[config.mk]
export PLATFORM = sky130hd
export DESIGN_NAME = vt52_terminal_screen_engine
export DESIGN_NICKNAME = d
export VERILOG_FILES = /design/src/hdl/vt52s_pkg.sv /design/src/hdl/vt52s_parser.sv /design/src/hdl/vt52s_emitter.sv /design/src/hdl/vt52_terminal_screen_engine.sv
export SDC_FILE = /design/constraint.sdc
export NUM_CORES = 1
export LEC_CHECK = 0
export ABC_AREA = 1
export BUFFER_PORTS_ARGS = -buffer_cell sky130_fd_sc_hd__buf_2
export CAP_MARGIN = 10
export CORE_MARGIN = 2
export CORE_UTILIZATION = 45
export DETAILED_ROUTE_END_ITERATION = 8
export SYNTH_ARGS = -nofsm -noshare
export SYNTH_HDL_FRONTEND = slang
export SYNTH_HIERARCHICAL = 1
export SYNTH_SLANG_ARGS = --single-unit
[constraint.sdc]
create_clock -name aclk -period 5.8 [get_ports aclk]
set_input_delay 0.87 -clock aclk [delete_from_list [all_inputs] [get_ports aclk]]
set_output_delay 0.87 -clock aclk [all_outputs]
set_load 0.05 [all_outputs]
[src/hdl/vt52s_pkg.sv]
// Shared types and constants for the VT52 terminal screen engine.
package vt52s_pkg;

    localparam int CW = 7;
    localparam int RW = 5;

    localparam logic [2:0] CMD_CHAR_ATTR = 3'd0;
    localparam logic [2:0] CMD_ATTR      = 3'd1;
    localparam logic [2:0] CMD_CHAR      = 3'd2;
    localparam logic [2:0] CMD_FILL      = 3'd3;
    localparam logic [2:0] CMD_MOVE      = 3'd4;
    localparam logic [2:0] CMD_CLEAR     = 3'd5;
    localparam logic [2:0] CMD_BELL      = 3'd6;
    localparam logic [2:0] CMD_NONE      = 3'd7;

    localparam logic [2:0] MODE_IDLE = 3'd0;
    localparam logic [2:0] MODE_ESC  = 3'd1;
    localparam logic [2:0] MODE_YROW = 3'd2;
    localparam logic [2:0] MODE_YCOL = 3'd3;
    localparam logic [2:0] MODE_CSI  = 3'd4;

    localparam logic [7:0] ATTR_REV   = 8'hFF;
    localparam logic [7:0] GLYPH_SPACE = 8'd32;

    typedef struct packed {
        logic       action;
        logic [7:0] data_byte;
    } in_beat_t;

    typedef struct packed {
        logic [2:0]    command;
        logic [CW-1:0] column;
        logic [RW-1:0] row;
        logic [7:0]    glyph;
        logic [7:0]    attribute;
        logic [CW-1:0] span;
        logic [RW-1:0] dest_row;
        logic [CW-1:0] cursor_col;
        logic [RW-1:0] cursor_row;
        logic          last;
    } out_beat_t;

    typedef struct packed {
        logic          attr_en;
        logic [CW-1:0] attr_col;
        logic [RW-1:0] attr_row;
        logic [7:0]    attr_val;
        logic          main_en;
        logic [2:0]    main_cmd;
        logic [CW-1:0] main_col;
        logic [RW-1:0] main_row;
        logic [7:0]    main_glyph;
        logic [7:0]    main_attr;
        logic [CW-1:0] main_span;
        logic          move_en;
        logic [RW-1:0] move_src;
        logic [CW-1:0] move_span;
        logic [RW-1:0] move_dst;
        logic          fill_en;
        logic [CW-1:0] fill_col;
        logic [RW-1:0] fill_row;
        logic [CW-1:0] fill_len;
        logic          rows_en;
        logic [RW-1:0] rows_first;
        logic [CW-1:0] cur_col;
        logic [RW-1:0] cur_row;
    } plan_t;

    typedef enum logic [1:0] {
        SEQ_IDLE,
        SEQ_LOAD,
        SEQ_EMIT
    } seq_state_t;

endpackage

[src/hdl/vt52s_parser.sv]
// Parser state, cursor state and per-item command plan.
module vt52s_parser #(
    parameter int COLS = 80,
    parameter int ROWS = 24
) (
    input  logic                aclk,
    input  logic                aresetn,
    input  logic                cfg_we,
    input  logic [15:0]         cfg_data,
    input  logic                take,
    input  vt52s_pkg::in_beat_t beat,
    output vt52s_pkg::plan_t    plan
);
    localparam int CW = vt52s_pkg::CW;
    localparam int RW = vt52s_pkg::RW;
    localparam logic [RW-1:0] LAST_ROW = RW'(ROWS - 1);
    localparam logic [CW-1:0] LAST_COL = CW'(COLS - 1);
    localparam logic [CW-1:0] NCOLS    = CW'(COLS);

    logic [15:0]   period_reg;
    logic [CW-1:0] col_reg, col_next, scol_reg, scol_next;
    logic [RW-1:0] row_reg, row_next, srow_reg, srow_next;
    logic [RW-1:0] top_reg, top_next, bot_reg, bot_next;
    logic          rev_reg, rev_next, vis_reg, vis_next;
    logic [15:0]   elap_reg, elap_next;
    logic [2:0]    mode_reg, mode_next;
    logic [7:0]    prow_reg, prow_next;
    logic [7:0]    csi_reg [4];
    logic [7:0]    csi_next [4];
    logic [1:0]    idx_reg, idx_next;
    vt52s_pkg::plan_t plan_reg, plan_next;

    logic [7:0] ch, p0, p1, n, h, v, tab;
    logic [8:0] s9;
    logic       hide_req, ld_req, esc_go, erase_end, erase_line;

    function automatic logic [RW-1:0] clamp_r(input logic [8:0] x);
        clamp_r = (x > 9'(ROWS - 1)) ? LAST_ROW : x[RW-1:0];
    endfunction

    function automatic logic [CW-1:0] clamp_c(input logic [8:0] x);
        clamp_c = (x > 9'(COLS - 1)) ? LAST_COL : x[CW-1:0];
    endfunction

    always_comb begin
        col_next  = col_reg;   row_next  = row_reg;
        scol_next = scol_reg;  srow_next = srow_reg;
        top_next  = top_reg;   bot_next  = bot_reg;
        rev_next  = rev_reg;   vis_next  = vis_reg;
        elap_next = elap_reg;  mode_next = mode_reg;
        prow_next = prow_reg;  idx_next  = idx_reg;
        for (int i = 0; i < 4; i++) csi_next[i] = csi_reg[i];
        plan_next = '0;
        plan_next.attr_col = col_reg;
        plan_next.attr_row = row_reg;
        plan_next.attr_val = rev_reg ? vt52s_pkg::ATTR_REV : 8'd0;
        hide_req   = 1'b0;
        ld_req     = 1'b0;
        esc_go     = 1'b0;
        erase_end  = 1'b0;
        erase_line = 1'b0;
        ch  = beat.data_byte;
        p0  = csi_reg[0];
        p1  = csi_reg[1];
        n   = (p0 == 8'd0) ? 8'd1 : p0;
        h   = 8'd0;
        v   = 8'd0;
        s9  = 9'd0;
        tab = {1'b0, col_reg & 7'b1111000} + 8'd8;

        if (beat.action) begin
            if (elap_reg != 16'hFFFF) elap_next = elap_reg + 16'd1;
            if (elap_next >= period_reg) begin
                elap_next = 16'd0;
                plan_next.attr_en = 1'b1;
                if (!vis_reg) plan_next.attr_val = vt52s_pkg::ATTR_REV;
                vis_next = !vis_reg;
            end
        end else begin
            case (mode_reg)
                vt52s_pkg::MODE_ESC: begin
                    hide_req  = 1'b1;
                    esc_go    = 1'b1;
                    mode_next = vt52s_pkg::MODE_IDLE;
                end
                vt52s_pkg::MODE_YROW: begin
                    prow_next = ch - 8'd32;
                    mode_next = vt52s_pkg::MODE_YCOL;
                end
                vt52s_pkg::MODE_YCOL: begin
                    row_next  = clamp_r({1'b0, prow_reg});
                    col_next  = clamp_c({1'b0, ch - 8'd32});
                    mode_next = vt52s_pkg::MODE_IDLE;
                end
                vt52s_pkg::MODE_CSI: begin
                    if (ch >= "0" && ch <= "9") begin
                        v = csi_reg[idx_reg];
                        csi_next[idx_reg] = (v << 3) + (v << 1) + (ch - "0");
                    end else if (ch == ";") begin
                        if (idx_reg != 2'd3) idx_next = idx_reg + 2'd1;
                    end else if (ch != "?") begin
                        mode_next = vt52s_pkg::MODE_IDLE;
                        case (ch)
                            "A": row_next = (n >= {3'd0, row_reg}) ? '0 : row_reg - n[RW-1:0];
                            "B": begin
                                s9 = {4'd0, row_reg} + {1'b0, n};
                                row_next = clamp_r(s9);
                            end
                            "C": begin
                                s9 = {2'd0, col_reg} + {1'b0, n};
                                col_next = clamp_c(s9);
                            end
                            "D": col_next = (n >= {1'b0, col_reg}) ? '0 : col_reg - n[CW-1:0];
                            "H", "f": begin
                                h = (p0 == 8'd0) ? 8'd0 : p0 - 8'd1;
                                row_next = clamp_r({1'b0, h});
                                v = (idx_reg != 2'd0 && p1 != 8'd0) ? p1 - 8'd1 : 8'd0;
                                col_next = clamp_c({1'b0, v});
                            end
                            "J": begin
                                if (p0 == 8'd2) begin
                                    plan_next.main_en    = 1'b1;
                                    plan_next.main_cmd   = vt52s_pkg::CMD_CLEAR;
                                    plan_next.main_glyph = vt52s_pkg::GLYPH_SPACE;
                                    vis_next = 1'b0;
                                    col_next = '0;
                                    row_next = '0;
                                end else begin
                                    erase_end = 1'b1;
                                end
                            end
                            "K": erase_line = 1'b1;
                            "r": begin
                                h = (p0 == 8'd0) ? 8'd0 : p0 - 8'd1;
                                top_next = clamp_r({1'b0, h});
                                v = (idx_reg != 2'd0 && p1 != 8'd0) ? p1 - 8'd1 : 8'(ROWS - 1);
                                bot_next = clamp_r({1'b0, v});
                                if (bot_next < top_next) bot_next = top_next;
                            end
                            "m": begin
                                if (p0 == 8'd0) rev_next = 1'b0;
                                else if (p0 == 8'd7) rev_next = 1'b1;
                            end
                            "s": begin
                                scol_next = col_reg;
                                srow_next = row_reg;
                            end
                            "u": begin
                                col_next = clamp_c({2'd0, scol_reg});
                                row_next = clamp_r({4'd0, srow_reg});
                            end
                            default: ;
                        endcase
                    end
                end
                default: begin
                    mode_next = vt52s_pkg::MODE_IDLE;
                    case (ch)
                        8'd27: mode_next = vt52s_pkg::MODE_ESC;
                        8'd13: begin
                            hide_req = 1'b1;
                            col_next = '0;
                        end
                        8'd10, 8'd11: begin
                            hide_req = 1'b1;
                            ld_req   = 1'b1;
                        end
                        8'd12: begin
                            plan_next.main_en    = 1'b1;
                            plan_next.main_cmd   = vt52s_pkg::CMD_CLEAR;
                            plan_next.main_glyph = vt52s_pkg::GLYPH_SPACE;
                            vis_next = 1'b0;
                            col_next = '0;
                            row_next = '0;
                        end
                        8'd7: begin
                            plan_next.main_en  = 1'b1;
                            plan_next.main_cmd = vt52s_pkg::CMD_BELL;
                        end
                        8'd8, 8'd127: begin
                            hide_req = 1'b1;
                            if (col_reg != '0) begin
                                col_next = col_reg - CW'(1);
                                plan_next.main_en    = 1'b1;
                                plan_next.main_cmd   = vt52s_pkg::CMD_CHAR;
                                plan_next.main_col   = col_reg - CW'(1);
                                plan_next.main_row   = row_reg;
                                plan_next.main_glyph = vt52s_pkg::GLYPH_SPACE;
                                plan_next.main_span  = CW'(1);
                            end
                        end
                        8'd9: col_next = clamp_c({1'b0, tab});
                        default: begin
                            if (ch >= 8'd32) begin
                                hide_req = 1'b1;
                                plan_next.main_en    = 1'b1;
                                plan_next.main_cmd   = vt52s_pkg::CMD_CHAR_ATTR;
                                plan_next.main_col   = col_reg;
                                plan_next.main_row   = row_reg;
                                plan_next.main_glyph = ch;
                                plan_next.main_attr  = plan_next.attr_val;
                                plan_next.main_span  = CW'(1);
                                if (col_reg == LAST_COL) begin
                                    col_next = '0;
                                    ld_req   = 1'b1;
                                end else begin
                                    col_next = col_reg + CW'(1);
                                end
                            end
                        end
                    endcase
                end
            endcase
        end

        if (hide_req && vis_reg) begin
            plan_next.attr_en = 1'b1;
            vis_next = 1'b0;
        end

        if (esc_go) begin
            case (ch)
                "A": if (row_reg != '0) row_next = row_reg - RW'(1);
                "B": if (row_reg < LAST_ROW) row_next = row_reg + RW'(1);
                "C": if (col_reg < LAST_COL) col_next = col_reg + CW'(1);
                "D": if (col_reg != '0) col_next = col_reg - CW'(1);
                "H": begin
                    col_next = '0;
                    row_next = '0;
                end
                "E": begin
                    plan_next.main_en    = 1'b1;
                    plan_next.main_cmd   = vt52s_pkg::CMD_CLEAR;
                    plan_next.main_glyph = vt52s_pkg::GLYPH_SPACE;
                    vis_next = 1'b0;
                    col_next = '0;
                    row_next = '0;
                end
                "I": begin
                    if (row_reg > top_reg) begin
                        row_next = row_reg - RW'(1);
                    end else begin
                        plan_next.move_en   = bot_reg > top_reg;
                        plan_next.move_src  = top_reg;
                        plan_next.move_span = CW'(bot_reg - top_reg);
                        plan_next.move_dst  = top_reg + RW'(1);
                        plan_next.fill_en   = 1'b1;
                        plan_next.fill_row  = top_reg;
                        plan_next.fill_len  = NCOLS;
                    end
                end
                "J": erase_end = 1'b1;
                "K": erase_line = 1'b1;
                "Y": mode_next = vt52s_pkg::MODE_YROW;
                "7": begin
                    scol_next = col_reg;
                    srow_next = row_reg;
                end
                "8": begin
                    col_next = clamp_c({2'd0, scol_reg});
                    row_next = clamp_r({4'd0, srow_reg});
                end
                "[": begin
                    for (int i = 0; i < 4; i++) csi_next[i] = 8'd0;
                    idx_next  = 2'd0;
                    mode_next = vt52s_pkg::MODE_CSI;
                end
                default: ;
            endcase
        end

        if (erase_end || erase_line) begin
            plan_next.fill_en  = 1'b1;
            plan_next.fill_col = col_reg;
            plan_next.fill_row = row_reg;
            plan_next.fill_len = NCOLS - col_reg;
        end
        if (erase_end) begin
            plan_next.rows_en    = row_reg < LAST_ROW;
            plan_next.rows_first = row_reg + RW'(1);
        end

        if (ld_req) begin
            if (row_reg == bot_reg) begin
                plan_next.move_en   = bot_reg > top_reg;
                plan_next.move_src  = top_reg + RW'(1);
                plan_next.move_span = CW'(bot_reg - top_reg);
                plan_next.move_dst  = top_reg;
                plan_next.fill_en   = 1'b1;
                plan_next.fill_row  = bot_reg;
                plan_next.fill_len  = NCOLS;
            end else if (row_reg < LAST_ROW) begin
                row_next = row_reg + RW'(1);
            end
        end

        plan_next.cur_col = col_next;
        plan_next.cur_row = row_next;
    end

    always_ff @(posedge aclk) begin
        if (!aresetn) begin
            period_reg <= 16'd500;
            col_reg  <= '0;  row_reg  <= '0;
            scol_reg <= '0;  srow_reg <= '0;
            top_reg  <= '0;  bot_reg  <= LAST_ROW;
            rev_reg  <= 1'b0; vis_reg <= 1'b0;
            elap_reg <= '0;  mode_reg <= vt52s_pkg::MODE_IDLE;
            prow_reg <= '0;  idx_reg  <= '0;
            for (int i = 0; i < 4; i++) csi_reg[i] <= '0;
        end else begin
            if (cfg_we) period_reg <= cfg_data;
            if (take) begin
                col_reg  <= col_next;  row_reg  <= row_next;
                scol_reg <= scol_next; srow_reg <= srow_next;
                top_reg  <= top_next;  bot_reg  <= bot_next;
                rev_reg  <= rev_next;  vis_reg  <= vis_next;
                elap_reg <= elap_next; mode_reg <= mode_next;
                prow_reg <= prow_next; idx_reg  <= idx_next;
                for (int i = 0; i < 4; i++) csi_reg[i] <= csi_next[i];
            end
        end
    end

    always_ff @(posedge aclk) begin
        if (take) plan_reg <= plan_next;
    end

    assign plan = plan_reg;

endmodule

[src/hdl/vt52s_emitter.sv]
// Sequencer that walks a command plan and drives the result register.
module vt52s_emitter #(
    parameter int COLS = 80,
    parameter int ROWS = 24
) (
    input  logic                 aclk,
    input  logic                 aresetn,
    input  logic                 take,
    input  vt52s_pkg::plan_t     plan,
    output logic                 idle,
    output logic                 m_valid,
    input  logic                 m_ready,
    output vt52s_pkg::out_beat_t m_data
);
    localparam int CW = vt52s_pkg::CW;
    localparam int RW = vt52s_pkg::RW;
    localparam logic [RW-1:0] LAST_ROW = RW'(ROWS - 1);

    localparam int F_ATTR = 0;
    localparam int F_MAIN = 1;
    localparam int F_MOVE = 2;
    localparam int F_FILL = 3;
    localparam int F_ROWS = 4;
    localparam int F_NOOP = 5;

    vt52s_pkg::seq_state_t state_reg, state_next;
    logic [5:0]            flags_reg, flags_next, flags_load, flags_left;
    logic [RW-1:0]         cnt_reg, cnt_next;
    logic                  mv_reg, mv_next, load;
    vt52s_pkg::out_beat_t  data_reg, data_next, beat;

    always_comb begin
        flags_load = {1'b0, plan.rows_en, plan.fill_en, plan.move_en,
                      plan.main_en, plan.attr_en};
        flags_load[F_NOOP] = (flags_load == 6'd0);
    end

    always_comb begin
        beat = '0;
        beat.cursor_col = plan.cur_col;
        beat.cursor_row = plan.cur_row;
        flags_left = flags_reg;
        if (flags_reg[F_ATTR]) begin
            beat.command   = vt52s_pkg::CMD_ATTR;
            beat.column    = plan.attr_col;
            beat.row       = plan.attr_row;
            beat.attribute = plan.attr_val;
            beat.span      = CW'(1);
            flags_left[F_ATTR] = 1'b0;
        end else if (flags_reg[F_MAIN]) begin
            beat.command   = plan.main_cmd;
            beat.column    = plan.main_col;
            beat.row       = plan.main_row;
            beat.glyph     = plan.main_glyph;
            beat.attribute = plan.main_attr;
            beat.span      = plan.main_span;
            flags_left[F_MAIN] = 1'b0;
        end else if (flags_reg[F_MOVE]) begin
            beat.command  = vt52s_pkg::CMD_MOVE;
            beat.row      = plan.move_src;
            beat.span     = plan.move_span;
            beat.dest_row = plan.move_dst;
            flags_left[F_MOVE] = 1'b0;
        end else if (flags_reg[F_FILL]) begin
            beat.command = vt52s_pkg::CMD_FILL;
            beat.column  = plan.fill_col;
            beat.row     = plan.fill_row;
            beat.glyph   = vt52s_pkg::GLYPH_SPACE;
            beat.span    = plan.fill_len;
            flags_left[F_FILL] = 1'b0;
        end else if (flags_reg[F_ROWS]) begin
            beat.command = vt52s_pkg::CMD_FILL;
            beat.row     = cnt_reg;
            beat.glyph   = vt52s_pkg::GLYPH_SPACE;
            beat.span    = CW'(COLS);
            if (cnt_reg == LAST_ROW) flags_left[F_ROWS] = 1'b0;
        end else begin
            beat.command = vt52s_pkg::CMD_NONE;
            flags_left[F_NOOP] = 1'b0;
        end
        beat.last = (flags_left == 6'd0);
    end

    assign load = (state_reg == vt52s_pkg::SEQ_EMIT) && (!mv_reg || m_ready);

    always_comb begin
        state_next = state_reg;
        case (state_reg)
            vt52s_pkg::SEQ_IDLE: if (take) state_next = vt52s_pkg::SEQ_LOAD;
            vt52s_pkg::SEQ_LOAD: state_next = vt52s_pkg::SEQ_EMIT;
            vt52s_pkg::SEQ_EMIT: if (load && beat.last) state_next = vt52s_pkg::SEQ_IDLE;
            default: state_next = vt52s_pkg::SEQ_IDLE;
        endcase
    end

    always_comb begin
        flags_next = flags_reg;
        cnt_next   = cnt_reg;
        mv_next    = mv_reg && !m_ready;
        data_next  = data_reg;
        case (state_reg)
            vt52s_pkg::SEQ_LOAD: begin
                flags_next = flags_load;
                cnt_next   = plan.rows_first;
            end
            vt52s_pkg::SEQ_EMIT: begin
                if (load) begin
                    flags_next = flags_left;
                    mv_next    = 1'b1;
                    data_next  = beat;
                    if (!flags_reg[F_ATTR] && !flags_reg[F_MAIN] && !flags_reg[F_MOVE]
                        && !flags_reg[F_FILL] && flags_reg[F_ROWS]) begin
                        cnt_next = cnt_reg + RW'(1);
                    end
                end
            end
            default: ;
        endcase
    end

    always_ff @(posedge aclk) begin
        if (!aresetn) begin
            state_reg <= vt52s_pkg::SEQ_IDLE;
            flags_reg <= '0;
            mv_reg    <= 1'b0;
        end else begin
            state_reg <= state_next;
            flags_reg <= flags_next;
            mv_reg    <= mv_next;
        end
    end

    always_ff @(posedge aclk) begin
        cnt_reg  <= cnt_next;
        data_reg <= data_next;
    end

    assign idle    = (state_reg == vt52s_pkg::SEQ_IDLE);
    assign m_valid = mv_reg;
    assign m_data  = data_reg;

    a_idle_empty: assert property (@(posedge aclk) disable iff (!aresetn)
        (state_reg == vt52s_pkg::SEQ_IDLE) |-> (flags_reg == 6'd0))
        else $error("flags left while idle");
    a_load_emit: assert property (@(posedge aclk) disable iff (!aresetn)
        (state_reg == vt52s_pkg::SEQ_LOAD) |=> (state_reg == vt52s_pkg::SEQ_EMIT))
        else $error("load not followed by emit");
    a_rows_range: assert property (@(posedge aclk) disable iff (!aresetn)
        flags_reg[F_ROWS] |-> (cnt_reg <= LAST_ROW))
        else $error("row fill counter out of range");
    a_emit_flags: assert property (@(posedge aclk) disable iff (!aresetn)
        (state_reg == vt52s_pkg::SEQ_EMIT) |-> (flags_reg != 6'd0))
        else $error("emit with nothing pending");

endmodule

[src/hdl/vt52_terminal_screen_engine.sv]
// Top level of the VT52 terminal screen engine.
// Flow: on accept the parser registers the plan and the sequencer enters SEQ_LOAD, then
// SEQ_EMIT; an item gives 1 to ROWS+1 result beats, sent one per cycle while m_ready is
// high, and no new item is accepted until the sequencer is idle again.
// Reset: synchronous active-low aresetn clears the cursor, parser, region and blink
// state and sets the blink period (period_reg) to 500 action beats; no clearing pass.
module vt52_terminal_screen_engine #(
    parameter int COLS = 80,
    parameter int ROWS = 24
) (
    input  logic                 aclk,
    input  logic                 aresetn,
    input  logic                 s_valid,
    output logic                 s_ready,
    input  vt52s_pkg::in_beat_t  s_data,
    output logic                 m_valid,
    input  logic                 m_ready,
    output vt52s_pkg::out_beat_t m_data,
    input  logic                 cfg_valid,
    output logic                 cfg_ready,
    input  logic [15:0]          cfg_data
);
    vt52s_pkg::plan_t plan;
    logic             idle, take;

    assign s_ready   = idle;
    assign take      = s_valid && idle;
    assign cfg_ready = 1'b1;

    vt52s_parser #(.COLS(COLS), .ROWS(ROWS)) u_parser (
        .aclk     (aclk),
        .aresetn  (aresetn),
        .cfg_we   (cfg_valid),
        .cfg_data (cfg_data),
        .take     (take),
        .beat     (s_data),
        .plan     (plan)
    );

    vt52s_emitter #(.COLS(COLS), .ROWS(ROWS)) u_emitter (
        .aclk    (aclk),
        .aresetn (aresetn),
        .take    (take),
        .plan    (plan),
        .idle    (idle),
        .m_valid (m_valid),
        .m_ready (m_ready),
        .m_data  (m_data)
    );

endmodule

Yosys cells after proc, flatten, opt, wreduce, memory -nomap -nowiden
Memories as Yosys holds them, arrays and structs flattened. A register that Yosys moved wholly into a read port is not among the register bits.
Cells that the tools add are included.
{"block": "classes", "n_addsub": 21, "n_reduce_logical": 60, "bitwise": 10, "n_eq_ne": 46, "n_lt_le_gt_ge": 23, "mux": 220}
{"operator": "two-way mux 7 bit", "count": 31}
{"operator": "two-way mux 8 bit", "count": 22}
{"operator": "two-way mux 32 bit", "count": 5}
{"operator": "two-way mux 5 bit", "count": 32}
{"operator": "== test 8 x 7 -> 1 bit (second input constant)", "count": 17}
{"operator": "two-way mux 19 bit", "count": 5}
{"operator": "two-way mux 12 bit", "count": 7}
{"operator": "two-way mux 39 bit", "count": 2}
{"operator": "one-hot mux 7 bit (4 select lines)", "count": 2}
{"operator": "two-way mux 1 bit", "count": 51}
{"operator": "one-hot mux 5 bit (5 select lines)", "count": 2}
{"operator": "== test 8 x 4 -> 1 bit (second input constant)", "count": 6}
{"operator": "two-way mux 16 bit", "count": 3}
{"operator": "one-hot mux 7 bit (5 select lines)", "count": 1}
{"operator": "bitwise mux 32 bit", "count": 1}
{"operator": "two-way mux 4 bit", "count": 8}
{"operator": "two-way mux 15 bit", "count": 2}
{"operator": "two-way mux 3 bit", "count": 9}
{"operator": "two-way mux 13 bit", "count": 2}
{"operator": "== test 8 x 6 -> 1 bit (second input constant)", "count": 3}
{"operator": "> comparator 8 x 5 -> 1 bit (second input constant)", "count": 3}
{"operator": "> comparator 8 x 7 -> 1 bit (second input constant)", "count": 3}
{"operator": "two-way mux 2 bit", "count": 12}
{"operator": "two-way mux 24 bit", "count": 1}
{"operator": "90 further kinds", "count": 150}
{"block": "totals", "regBits": 267, "inputBits": 30, "ram_bits": 32, "mem_count": 1, "wordCells": 431}
{"name": "u_parser.csi_reg", "depth": 4, "width": 8, "read_ports": 5, "rd_clocked_by_memory_dff": 1, "wr": 4, "line_no": "vt52s_parser.sv:28", "text": "logic [7:0] csi_reg [4];"}

Logic depth before layout (Yosys ltp)
Gate-level depths: netlist of the first run.
An unclocked memory read counts as a cell.
{"block": "depth", "ltp_word": 18, "mapped_depth": 30, "mapped_depth_nobuf": 30}

By module
Netlist of the first run, hierarchy kept.
{"module": "vt52s_parser", "seq_area_each_um2": 5415.2, "area_per_inst_um2": 14913.1, "n_inst": 1, "cells_each": 2012}
{"module": "vt52s_emitter", "seq_area_each_um2": 2011.9, "area_per_inst_um2": 3189.3, "n_inst": 1, "cells_each": 300}
{"module": "vt52_terminal_screen_engine", "seq_area_each_um2": 0.0, "area_per_inst_um2": 18.8, "n_inst": 1, "cells_each": 4}

Least setup slack after synthesis of the first run
No wires, ideal clock.
{"block": "synth_path", "path_kind": "register -> register", "startpoint": "reg u_emitter.state_reg[1]", "endpoint": "mem u_parser.csi_reg[0][0], enable pin", "arrival_time_ns": 4.546, "setup_slack_ns": 0.849, "path_stages_with_launch": 8, "setup_time_ns": 0.404, "cell_sequence": "dfxtp_1 -> nor2_1 -> nand2_1 -> inv_1 -> clkbuf_1 -> nor2_1 -> inv_1 -> clkbuf_1"}
{"item": "from (decl)", "line_no": "vt52s_emitter.sv:26", "text": "vt52s_pkg::seq_state_t state_reg, state_next;"}
{"item": "from (signal assigned)", "line_no": "vt52s_emitter.sv:123", "text": "state_reg <= vt52s_pkg::SEQ_IDLE;"}
{"item": "from (signal assigned)", "line_no": "vt52s_emitter.sv:127", "text": "state_reg <= state_next;"}
{"item": "to (decl)", "line_no": "vt52s_parser.sv:28"}

==> impl_metrics.py, run 1 <==
metrics = {
    "global_route": {
        "grt_pass1_wl_mm": 87.02,
        "antenna_found_initial": 0,
        "grt_pass1_vias": 15360,
        "grt_overflow": 0,
        "grt_use_total_pct": 27.00,
        "grt_max_degree": 69,
    },
    "layout": {
        "final_layout_size_suffix_gt1_share_pct": 10.53,
        "syn_to_final_growth_pct": 10.29,
        "num-nets-final": 2511,
        "largest_reg_flops": 95,
    },
    "timing": {
        "max_freq_mhz": 229.0,
        "worst_pin_slew_ns": 1.163,
        "period_needed_ns": 4.367,
        "setup_viol": 0,
        "setup_ws_ns": 1.433,
        "setup-tns-final_ns": 0,
        "grt_setup_unrepaired": "no",
        "finalMaxSlewViolations": 0,
        "finalHoldViolCount": 0,
        "clock_skew_ns": 0.02668,
        "fin_crit_sh_pct": 75.29,
        "max_slew_margin_pct": 22.21,
    },
    "synthesis": {
        "synthArstFlopShare_pct": 0,
        "ys_seq_area_share_pct": 40.99,
        "yosys.area.top_type_share_pct": 30.82,
        "postSynthAreaPerCell_um2": 7.824,
        "synth.distinct_cells": 68,
        "synth_area_leaders": "edfxtp_1 31%, dfxtp_1 10%, nand2_1 9.7%",
        "synth_top_area_cell": "edfxtp_1",
        "ys.flop_type": "edfxtp_1",
        "synth_edf_count": 186,
        "yosys.cell_count.top_type": "nand2_1",
        "ys_top_cells_by_count": "470 x nand2_1, 285 x inv_1, 238 x nor2_1",
        "synthCells": 2316,
        "ys.warnings.count": 6,
        "syn_area_um2": 18120,
        "ys_seq_elements": 278,
    },
    "clock_tree": {
        "post_cts_buffers": 0,
        "ctsResizeCount": 0,
        "worstSkewPairLatency_ns": 0.57,
        "postCtsHoldBufs": 0,
        "cts_tree": "yes",
        "numCtsBuffers": 34,
        "clkSinkCount": 278,
        "cts-root-buf": "clkbuf_16",
        "cts_max_level": 2,
        "cts_max_path_buffers": 3,
        "path_clk_slew_ns": 0.06,
    },
    "worst_setup_path": {
        "required_ns": 6.12,
        "end_kind": "flop",
        "start_kind": "flop",
        "crit_type": "flop to flop",
        "cp.arrival_ns": 4.69,
        "path_max_fanout": 10,
    },
    "floorplanning": {
        "start_util_pct": 45.61,
        "core-area_um2": 39730,
        "die_h_um": 204.7,
        "die_w_um": 204.7,
        "dieArea_um2": 41890,
        "fp-row-count": 73,
        "ioPinCount": 89,
    },
    "route": {
        "dr.first_iter.drc_count": 1244,
        "vias": 16040,
        "routed_via_density": 5.479,
        "ant_nets": 0,
        "wl_per_cell_um": 19.22,
        "drt_wl_total_mm": 56.27,
        "drcViolationCount": 0,
        "drtPass1Iterations": 6,
    },
    "place": {
        "port_buffers": 87,
        "post-place-ws_ns": 1.526,
        "place.gp.congestion": 0.9560,
        "hpwl_mm": 41.97,
    },
    "min_path": {
        "min-delay-path-class": "flop to flop",
    },
    "outcome": {
        "status": "finished, final reports clean",
    },
    "power_and_ir_drop": {
        "power_leakage_nw": 8.674,
        "ir_worst_vdd_v": 0.0002221,
        "power_density_nw_per_um2": 280.6,
    },
    "flow_run": {
        "max_cap_violations": 0,
    },
}
-- report_power, final --
part	total, mW	switching (mW)	internal (mW)
clock network	2.18	0.889	1.29
logic	1.07	0.777	0.295
registers	2.35	0.0769	2.28
total	5.61	1.74	3.87
-- cell families after synthesis --
logic type | synth area share [%]
AOI/OAI and AO/OA | 15.74
DFF | 40.99
and+or+nand+nor | 23.28
other | 0.04144
adders and majority gates | 7.664
xor gates and xnor gates | 2.610
buffers and inverters | 9.680
-- worst paths after layout --
kind | from | end | slack (ns) | depth (start not counted)
worst max-delay path | u_parser/csi_reg[0][1] | u_parser/plan[6] | 1.43 | 24
worst min-delay path | u_parser/plan[9] | u_emitter/m_data[10] | 0.42 | 0
worst max register to register | u_parser/csi_reg[0][1] | u_parser/plan[6] | 1.43 | 24
worst min register to register | u_parser/plan[9] | u_emitter/m_data[10] | 0.42 | 0
-- per-layer routing --
| layer | GRT usage [%] | wire [um] | share of wire (%) |
|---|---|---|---|
| met5 | 0 | 0 | 0 |
| met4 | 8.773 | 1533 | 2.7 |
| met3 | 4.343 | 3660 | 6.5 |
| met2 | 44.43 | 26150 | 46 |
| met1 | 36.21 | 24920 | 44 |
-- per-stage QoR --
stage / hold slack (ns) / area, um2 / utilization (%) / std cells / total power, mW
2_1_floorplan: 0.4003 / 18140 / - / 2321 / 3.148
3_3_place_gp: 0.4026 / 18850 / 47.43 / 2865 / 3.449
3_5_place_dp: 0.4081 / 18850 / 47.43 / 2865 / 3.456
4_1_cts: 0.4217 / 19980 / 50.30 / 2927 / 5.655
5_1_grt: 0.4387 / 19980 / 50.30 / 2927 / 5.862
6_report: 0.4195 / 19990 / 50.30 / 2928 / 5.609
-- layout make-up --
type | instances | area [um2]
antenna | 1 | 2.502
clock buffer | 47 | 949.7
clock inverter | 15 | 188.9
fill | 3936 | 19750
inverter | 325 | 1230
multi-input combinational | 1632 | 8961
sequential | 278 | 7427
tap | 525 | 656.9
timing repair buffer | 105 | 570.5
-- critical path, stage by stage, from the launching register on --
cell and delay (ns):
edfxtp_1 0.66, inv_1 0.30, ha_1 0.31, nand2_1 0.13, nor2_1 0.08, nor2_1 0.17
inv_1 0.18, ha_1 0.27, fa_1 0.43, nand3_1 0.11, nand2_1 0.08, nand3_1 0.08
nand3_1 0.06, nor2_1 0.23, nand2_1 0.14, o21ai_0 0.17, nand4_1 0.12, nand2_1 0.10
nand2_1 0.05, nand2_1 0.10, nand2_1 0.06, nand2_1 0.07, nand3_1 0.09, nand2_1 0.07
inv_1 0.03
-- cells in the final DEF (no fill, tap or decap), types with 20 or more instances in the layout --
cell type / count
o21ai_0: 198
nand4_1: 43
nor3_1: 35
xnor2_1: 20
nand2_1: 470
a21oi_1: 171
inv_1: 283
inv_2: 33
nand3_1: 127
clkbuf_16: 34
xor2_1: 34
nor2_1: 237
buf_2: 87
dfxtp_1: 92
edfxtp_1: 186
ha_1: 95
(Power assumes the default switching activity.)
==> run 2: changes to the inputs <==
clock period = 4 ns   (was 5.8 ns; I/O delays follow)
==> run 2 against run 1 <==
  * Clock-buffer cell count is 4 lower
  * Cell area is 1.9% higher
  * Combinational power is 51% higher
  * Critical endpoint is now u_parser/plan[10]
  * Fmax is 18% higher
  * First-iteration DRC count is 6.7% higher
  * Sequential power is 44% higher
  * Routed wire length is 0.72% higher
  * Core utilization is 0.96 points higher
  * Critical path depth is 1 lower
  * Worst hold slack worse by 0.15 ns
==> impl_metrics.py, run 2 (same netlist as run 1, synthesis figures left out) <==
metrics = {
    "layout": {
        "layout_common_cells": "470 x nand2_1, 283 x inv_1, 234 x nor2_1",
        "final_layout_size_suffix_gt1_share_pct": 12.16,
        "nFillCells": 3799,
        "final_common_cell": "nand2_1",
        "fin_area_um2": 20370,
        "num-nets-final": 2551,
        "largest_reg_flops": 95,
        "syn_to_final_growth_pct": 12.39,
    },
    "timing": {
        "setup_viol": 0,
        "fin_crit_sh_pct": 92.63,
        "finalMaxSlewViolations": 0,
        "max_slew_margin_pct": 21.82,
        "period_needed_ns": 3.705,
        "setup-tns-final_ns": 0,
        "worst_pin_slew_ns": 1.171,
        "grt_setup_unrepaired": "no",
        "finalHoldViolCount": 0,
        "max_freq_mhz": 269.9,
        "clock_skew_ns": 0.01726,
    },
    "clock_tree": {
        "cts_max_path_buffers": 3,
        "path_clk_slew_ns": 0.06,
        "worstSkewPairLatency_ns": 0.56,
        "cts_max_level": 2,
        "postCtsHoldBufs": 0,
        "cts-root-buf": "clkbuf_16",
        "clkSinkCount": 278,
        "cts_tree": "yes",
        "numCtsBuffers": 34,
    },
    "route": {
        "drcViolationCount": 0,
        "drtPass1Iterations": 5,
        "dr.first_iter.drc_count": 1327,
        "ant_nets": 0,
        "drt_wl_total_mm": 56.67,
        "wl_per_cell_um": 19.08,
        "routed_via_density": 5.510,
        "vias": 16370,
    },
    "global_route": {
        "grt_max_degree": 66,
        "grt_pass1_vias": 15420,
        "grt_pass1_wl_mm": 87.15,
        "grt_use_total_pct": 26.97,
        "grt_overflow": 0,
        "antenna_found_initial": 2,
    },
    "power_and_ir_drop": {
        "power_density_nw_per_um2": 409.1,
        "ir_worst_vdd_v": 0.0003207,
        "power_leakage_nw": 8.897,
    },
    "min_path": {
        "min-delay-path-class": "input pin to flop",
    },
    "worst_setup_path": {
        "required_ns": 4.31,
        "start_kind": "flop",
        "end_kind": "flop",
        "crit_type": "flop to flop",
        "cp.arrival_ns": 4.02,
        "path_max_fanout": 6,
    },
    "floorplanning": {
        "start_util_pct": 45.61,
        "dieArea_um2": 41890,
        "die_w_um": 204.7,
        "fp-row-count": 73,
        "ioPinCount": 89,
        "die_h_um": 204.7,
        "core-area_um2": 39730,
    },
    "outcome": {
        "status": "finished, final reports clean",
    },
    "place": {
        "hpwl_mm": 42.79,
        "placed_area_um2": 19130,
        "place.gp.congestion": 0.9376,
        "port_buffers": 87,
    },
    "flow_run": {
        "max_cap_violations": 0,
    },
}
## run 2: changes by cell type in the layout (fill, tap and decap cells not counted), sizes merged
cell / previous run / this run
clkbuf: 47 / 43
diode: 1 / 3
inv: 320 / 318
buf: 105 / 145
clkinv: 16 / 19
bufinv: 3 / 6
## run 2: repair_timing
action,4_1_cts,5_1_grt
resized for setup,0,5
setup endpoints to repair,0,9
buffers inserted,0,2
## run 2: final timing paths
kind,startpoint,end,slack [ns],depth (start not counted)
worst max-delay path,u_parser/csi_reg[0][0],u_parser/plan[10],0.29,23
worst min-delay path,cfg_data[4],u_parser/period_reg[4],0.27,3
worst max register to register,u_parser/csi_reg[0][0],u_parser/plan[10],0.29,23
worst min register to register,u_parser/plan[3],u_emitter/m_data[4],0.42,0
## run 2: power by group
part | leakage, nW | switching [mW] | internal, mW
logic | 5.72 | 1.16 | 0.456
clock network | 0.587 | 1.29 | 2.03
registers | 2.59 | 0.0896 | 3.30
## run 2: metal layers
metal | wire length (um) | share of wire, % | global-route usage, % | vias to the layer above
li1 | - | - | - | 7952
met1 | 24870 | 44 | 36.31 | 7642
met2 | 25470 | 45 | 42.78 | 633
met3 | 4101 | 7.2 | 4.995 | 138
met4 | 2225 | 3.9 | 10.82 | 0
met5 | 0 | 0 | 0 | -
## run 2: through the flow
| stage | power [mW] | hold WS (ns) | instances | worst slack [ns] | utilization (%) |
|---|---|---|---|---|---|
| after floorplan | 4.562 | 0.4003 | 2321 | 0.1624 | - |
| after global placement | 5.036 | 0.4065 | 2903 | 0.3928 | 48.15 |
| after detailed placement | 5.045 | 0.4071 | 2903 | 0.3119 | 48.15 |
| after CTS | 8.393 | 0.2313 | 2965 | 0.2935 | 51.18 |
| after global routing | 8.696 | 0.2724 | 2969 | 0.01795 | 51.25 |
| final | 8.333 | 0.2683 | 2970 | 0.2946 | 51.26 |
## run 2: final cells by class
class / instances / area (um2) / area share [%]
Inverter: 325 / 1231 / 6.045
Clock buffer: 43 / 915.9 / 4.497
Antenna cell: 3 / 7.507 / 0.03686
Tap cell: 525 / 656.9 / 3.225
Timing Repair Buffer: 145 / 870.8 / 4.276
Sequential cell: 278 / 7427 / 36.47
Multi-Input combinational cell: 1632 / 8969 / 44.03
Clock inverter: 19 / 289.0 / 1.419
## run 2: critical path, stage by stage (launching register included)
cell and delay [ns]:
edfxtp_1 0.39, inv_1 0.11, ha_1 0.26, nand2_1 0.15
nor2_2 0.08, nor2_2 0.14, inv_2 0.10, ha_1 0.24
fa_1 0.43, nand3_1 0.11, nand2_1 0.08, xor2_1 0.16
nand2_1 0.08, nand2_1 0.09, nand2_1 0.13, nor3_1 0.06
o21bai_1 0.28, nand3_1 0.11, nand2_1 0.12, nand2_1 0.06
nand2_1 0.07, nand3_1 0.10, nand2_1 0.08, inv_1 0.04
